--- src/sv/rolsc_pkg.sv ---
package rolsc_pkg;

  // fixed field widths of the item and result words
  localparam int LABEL_W   = 10;
  localparam int WEIGHT_W  = 16;
  localparam int SCORE_W   = 44;
  localparam int OVERLAP_W = 24;
  localparam int SIZE_W    = 24;

  // weight after reset, 1.0 in Q8.8
  localparam logic [WEIGHT_W-1:0] WEIGHT_RESET = 16'd256;

  typedef enum logic [1:0] {
    FUNC_GT_VOXEL   = 2'd0,
    FUNC_CAND_VOXEL = 2'd1,
    FUNC_FINISH     = 2'd2,
    FUNC_NO_ASSIGN  = 2'd3
  } func_t;

  typedef struct packed {
    func_t                func;
    logic [LABEL_W-1:0]   gt_label;
    logic                 in_region;
  } in_word_t;

  typedef struct packed {
    logic signed [SCORE_W-1:0] node_score;
    logic [OVERLAP_W-1:0]      best_overlap;
    logic [SIZE_W-1:0]         candidate_size;
  } out_word_t;

  typedef enum logic [2:0] {
    ST_CLEAR,
    ST_IDLE,
    ST_SCAN,
    ST_LAST_CMP,
    ST_MUL,
    ST_DIFF
  } ctrl_state_t;

  // control from the sequencer to the scoring datapath
  typedef struct packed {
    logic clear;
    logic cmp_en;
    logic mul_en;
  } best_ctl_t;

endpackage

--- src/sv/rolsc_best.sv ---
module rolsc_best #(
  parameter int COUNT_BITS       = 24,
  parameter int WEIGHT_FRAC_BITS = 8
) (
  input  logic                               clk,
  input  rolsc_pkg::best_ctl_t               ctl,
  input  logic [COUNT_BITS-1:0]              ov_rdata,
  input  logic [COUNT_BITS-1:0]              ls_rdata,
  input  logic [COUNT_BITS-1:0]              region_size,
  input  logic [rolsc_pkg::WEIGHT_W-1:0]     weight,
  output logic [COUNT_BITS-1:0]              best,
  output logic signed [rolsc_pkg::SCORE_W-1:0] score
);
  import rolsc_pkg::*;

  localparam int SUM_W  = COUNT_BITS + 1;
  localparam int FACT_W = WEIGHT_W + 2;
  localparam int POS_W  = SUM_W + WEIGHT_W;
  localparam int NEG_W  = COUNT_BITS + FACT_W;
  localparam logic [FACT_W-1:0] ONE = FACT_W'(1) << WEIGHT_FRAC_BITS;

  logic [COUNT_BITS-1:0] best_size;
  logic [SUM_W-1:0]      size_sum;
  logic [FACT_W-1:0]     factor;
  logic [POS_W-1:0]      prod_pos;
  logic [NEG_W-1:0]      prod_neg;

  assign size_sum = SUM_W'(region_size) + SUM_W'(best_size);
  assign factor   = {1'b0, weight, 1'b0} + ONE;

  // strict compare keeps the smaller label on a tie
  always_ff @(posedge clk) begin
    if (ctl.clear) begin
      best      <= '0;
      best_size <= '0;
    end else if (ctl.cmp_en && (ov_rdata > best)) begin
      best      <= ov_rdata;
      best_size <= ls_rdata;
    end
  end

  always_ff @(posedge clk) begin
    if (ctl.mul_en) begin
      prod_pos <= POS_W'(size_sum) * POS_W'(weight);
      prod_neg <= NEG_W'(best) * NEG_W'(factor);
    end
  end

  assign score = SCORE_W'(prod_pos) - SCORE_W'(prod_neg);

endmodule

--- config.mk ---
export PLATFORM = sky130hd
export DESIGN_NAME = rolsc_best
export DESIGN_NICKNAME = d
export VERILOG_FILES = /design/src/sv/rolsc_pkg.sv /design/src/sv/rolsc_best.sv
export SDC_FILE = /design/constraint.sdc
export NUM_CORES = 2
export LEC_CHECK = 0
export BUFFER_PORTS_ARGS = -buffer_cell sky130_fd_sc_hd__clkbuf_2
export CAP_MARGIN = 20
export CORE_MARGIN = 2
export CORE_UTILIZATION = 54
export CTS_BUF_LIST = sky130_fd_sc_hd__clkbuf_8
export DETAILED_ROUTE_END_ITERATION = 16
export PLACE_DENSITY = 0.78
export SLEW_MARGIN = 20
export SYNTH_ARGS = -nofsm -noshare
export SYNTH_HDL_FRONTEND = slang
export SYNTH_SLANG_ARGS = --single-unit
--- constraint.sdc ---
create_clock -name clk -period 10.31 [get_ports clk]
set_clock_uncertainty 0.15 [all_clocks]
set_input_delay 2.062 -clock clk [delete_from_list [all_inputs] [get_ports clk]]
set_output_delay 2.062 -clock clk [all_outputs]
set_load 0.05 [all_outputs]
==> impl_results.md <==
- Reg2reg start: best_size[0]
- Full die area: 67400 µm²
- DRC Markers: 0
- Global route overflow: 0
- Yosys reg bits: 130
- Setup WS pre-CTS: -80.8 ps
- Htree depth: 4
- Status: finished, final reports clean
- Worst hold endpoint: best_size[18]
- Most frequent cell after synthesis: inv_1
- GP Congestion: 0.944
- # fillers: 5670
- Final worst setup slack: 411 ps
- Diodes inserted: 0
- Mapped cell area: 35300 µm²
- Largest net degree at the start of global routing: 83
- Commonest cells post-synth: 790 x inv_1, 650 x fa_1, 560 x nand2_1
- Routed WL per cell: 17.4 µm
- Die Ht: 260 µm
- Dpl cell area: 36900 µm²
- Num rows: 93
- Antenna viol nets, final: 0
- Startpoint Class: primary input
- Reg-to-reg critical path endpoint: prod_pos[35]
- Port Buffer Count: 159
- Hpwl dp: 70700 µm
- Root buf cell: clkbuf_8
- Clock Path Buffers: 2
- Clock Latency Late Sink: 550 ps
- Vias in the first global route: 28200
- Total GRT Usage: 26.5%
- Final Cell Area: 37300 µm²
- IO Count: 160
- Mean area per synthesized cell: 8.81 µm²
- Highest Signal Layer: met4
- CTS tree: yes
- DR WL met3: 6600 µm
- # nets final: 5126
- Post-synthesis sequential area ratio: 9.71%
- CP arrival: 10030 ps
- # resized after CTS: 0
- Share of cells above drive strength 1: 7.39%
- Initial core utilization: 54.7%
- CTS sink count: 130
- Area delta synth->final: 5.87%
- FFs w/ async S/R, synth: 0%
- Tmin final: 9900 ps
- Min-Delay Path Class: flop to flop
- Crit-path leading delay family: adder cells
- Crit path max fanout: 10
- Chip width: 260 µm
- Synth area leaders: fa_1 37%, ha_1 12%, inv_1 8.4%, edfxtp_1 7.0%, nand2_1 6.0%
- Global-route wire length before repair: 142000 µm
- Number of synthesized flops with an enable pin: 82
- Final setup viols: 0
- Area leader, netlist: fa_1
- Share of the synthesized area in the top cell type: 36.9%
- Max Cap Viol: 0
- Initial antenna violation count: 0
- CP max stage cell: fa_1
- Final Hold Violating Endpoints: 0
- Post CTS Setup Buffer Count: 0
- Final worst-path cycle share: 96.0%
- RSZ-0062 raised after global routing: no
- Relative slew slack: 29.5%
- R2r setup slk: 1660 ps
- Critical path class: primary input to flop
- CTS buffer count: 17
- Final WL: 85700 µm
- Syn Nets: 5083
- Worst path bufs/invs: 4
- WP depth: 31
- Top FF cell, synth: edfxtp_1
- WHS Path Cells: 2
- M1 WL: 37100 µm
- DR vias: 27500
- Core region area: 64500 µm²
- Worst hold margin: 352 ps
- Drt via density: 5.59
- DRT Pass-1 Iters: 6
- Hold_buf cts: 0
- Worst Tran Pin Value: 1040 ps
- Worst EP required: 10440 ps
- Most used cell, CP: fa_1
- Synth Warn #: 0
- R2R cell count: 30
- Max Slew Vio Count: 0
- Max incr delay on CP: 570 ps
- Post-Syn Instances: 4002
- Starting DRT DRC Count: 1970
- Clk pin slew, worst setup/hold paths: 70 ps
- CP Capture Type: flop
- Fmax: 0.101 GHz
- Routed met2 length: 40400 µm
- Post-synthesis cell type count: 77
- Hold_sp: best_size[18]
[worst register-to-register path: cells and delay by family, from the launching register on]
kind	cells	cell delay [ps]
adders and majority gates	9	3910
xor gates and xnor gates	1	480
and+or+nand+nor	3	250
DFF	1	340
AOI/OAI and AO/OA	14	2890
buffers and inverters	3	350
[cells in the final DEF, fill, tap and decap left out, types with 49 or more instances in the layout]
cell      count
inv_1       790
and2_1      232
fa_1        650
o21ai_0      63
a21oi_1     134
nand2b_1     51
ha_1        339
buf_4        69
xnor2_1      79
mux2i_1      49
nand2_1     560
a21o_1       99
nor2_1      190
clkbuf_2    157
edfxtp_1     82
[cell families (layout without fill, tap and decap cells)]
logic type	after synthesis	in the layout	synth area share (%)
AND/OR/NAND/NOR	1219	1219	16.5
buffers and inverters	995	1050	10.7
adder cells (fa/ha/maj)	989	989	48.9
AO/OA/AOI/OAI	484	484	9.30
XOR/XNOR	135	135	3.42
flip-flops	130	130	9.71
multiplexers	50	50	1.42
[sequential cells by signal, summed over array words and instances (netlist names)]
signal	cells
best	24
best_size	24
prod_neg	41
prod_pos	41
[metrics by stage]
step / setup TNS (ps) / util [%] / instances
3_5_place_dp: -159 / 57.3 / 4881
2_1_floorplan: 0 / - / 4002
5_1_grt: 0 / 57.9 / 4912
6_report: 0 / 57.9 / 4912
3_3_place_gp: 0 / 57.3 / 4881
4_1_cts: 0 / 57.9 / 4912
[worst max path at each step]
stage,start,endpoint,slack (ps)
floorplan,region_size[0],prod_pos[38],730
global placement,region_size[0],prod_pos[38],170
detailed placement,region_size[0],prod_pos[37],-80
CTS,region_size[0],prod_pos[37],490
global route,region_size[0],prod_pos[35],10
finish,region_size[0],prod_pos[35],410
[area by class of cell]
cell class	instances	area (µm²)	area share, %
Multi-Input combinational cell	2877	28100	75.3
Sequential cell	130	3420	9.17
Inverter	790	2970	7.94
Timing Repair Buffer	229	1340	3.59
Tap cell	855	1070	2.87
Clock buffer	17	234	0.627
Clock inverter	14	185	0.496
[metal layers]
layer | track usage [%] | vias up
met4 | 6.96 | 0
li1 | - | 12500
met2 | 42.9 | 1058
met3 | 3.75 | 133
met5 | 0 | -
met1 | 37.5 | 13700
Power is not shown: default switching activity piles up to over one toggle a cycle in this logic, so the estimate is an artifact.
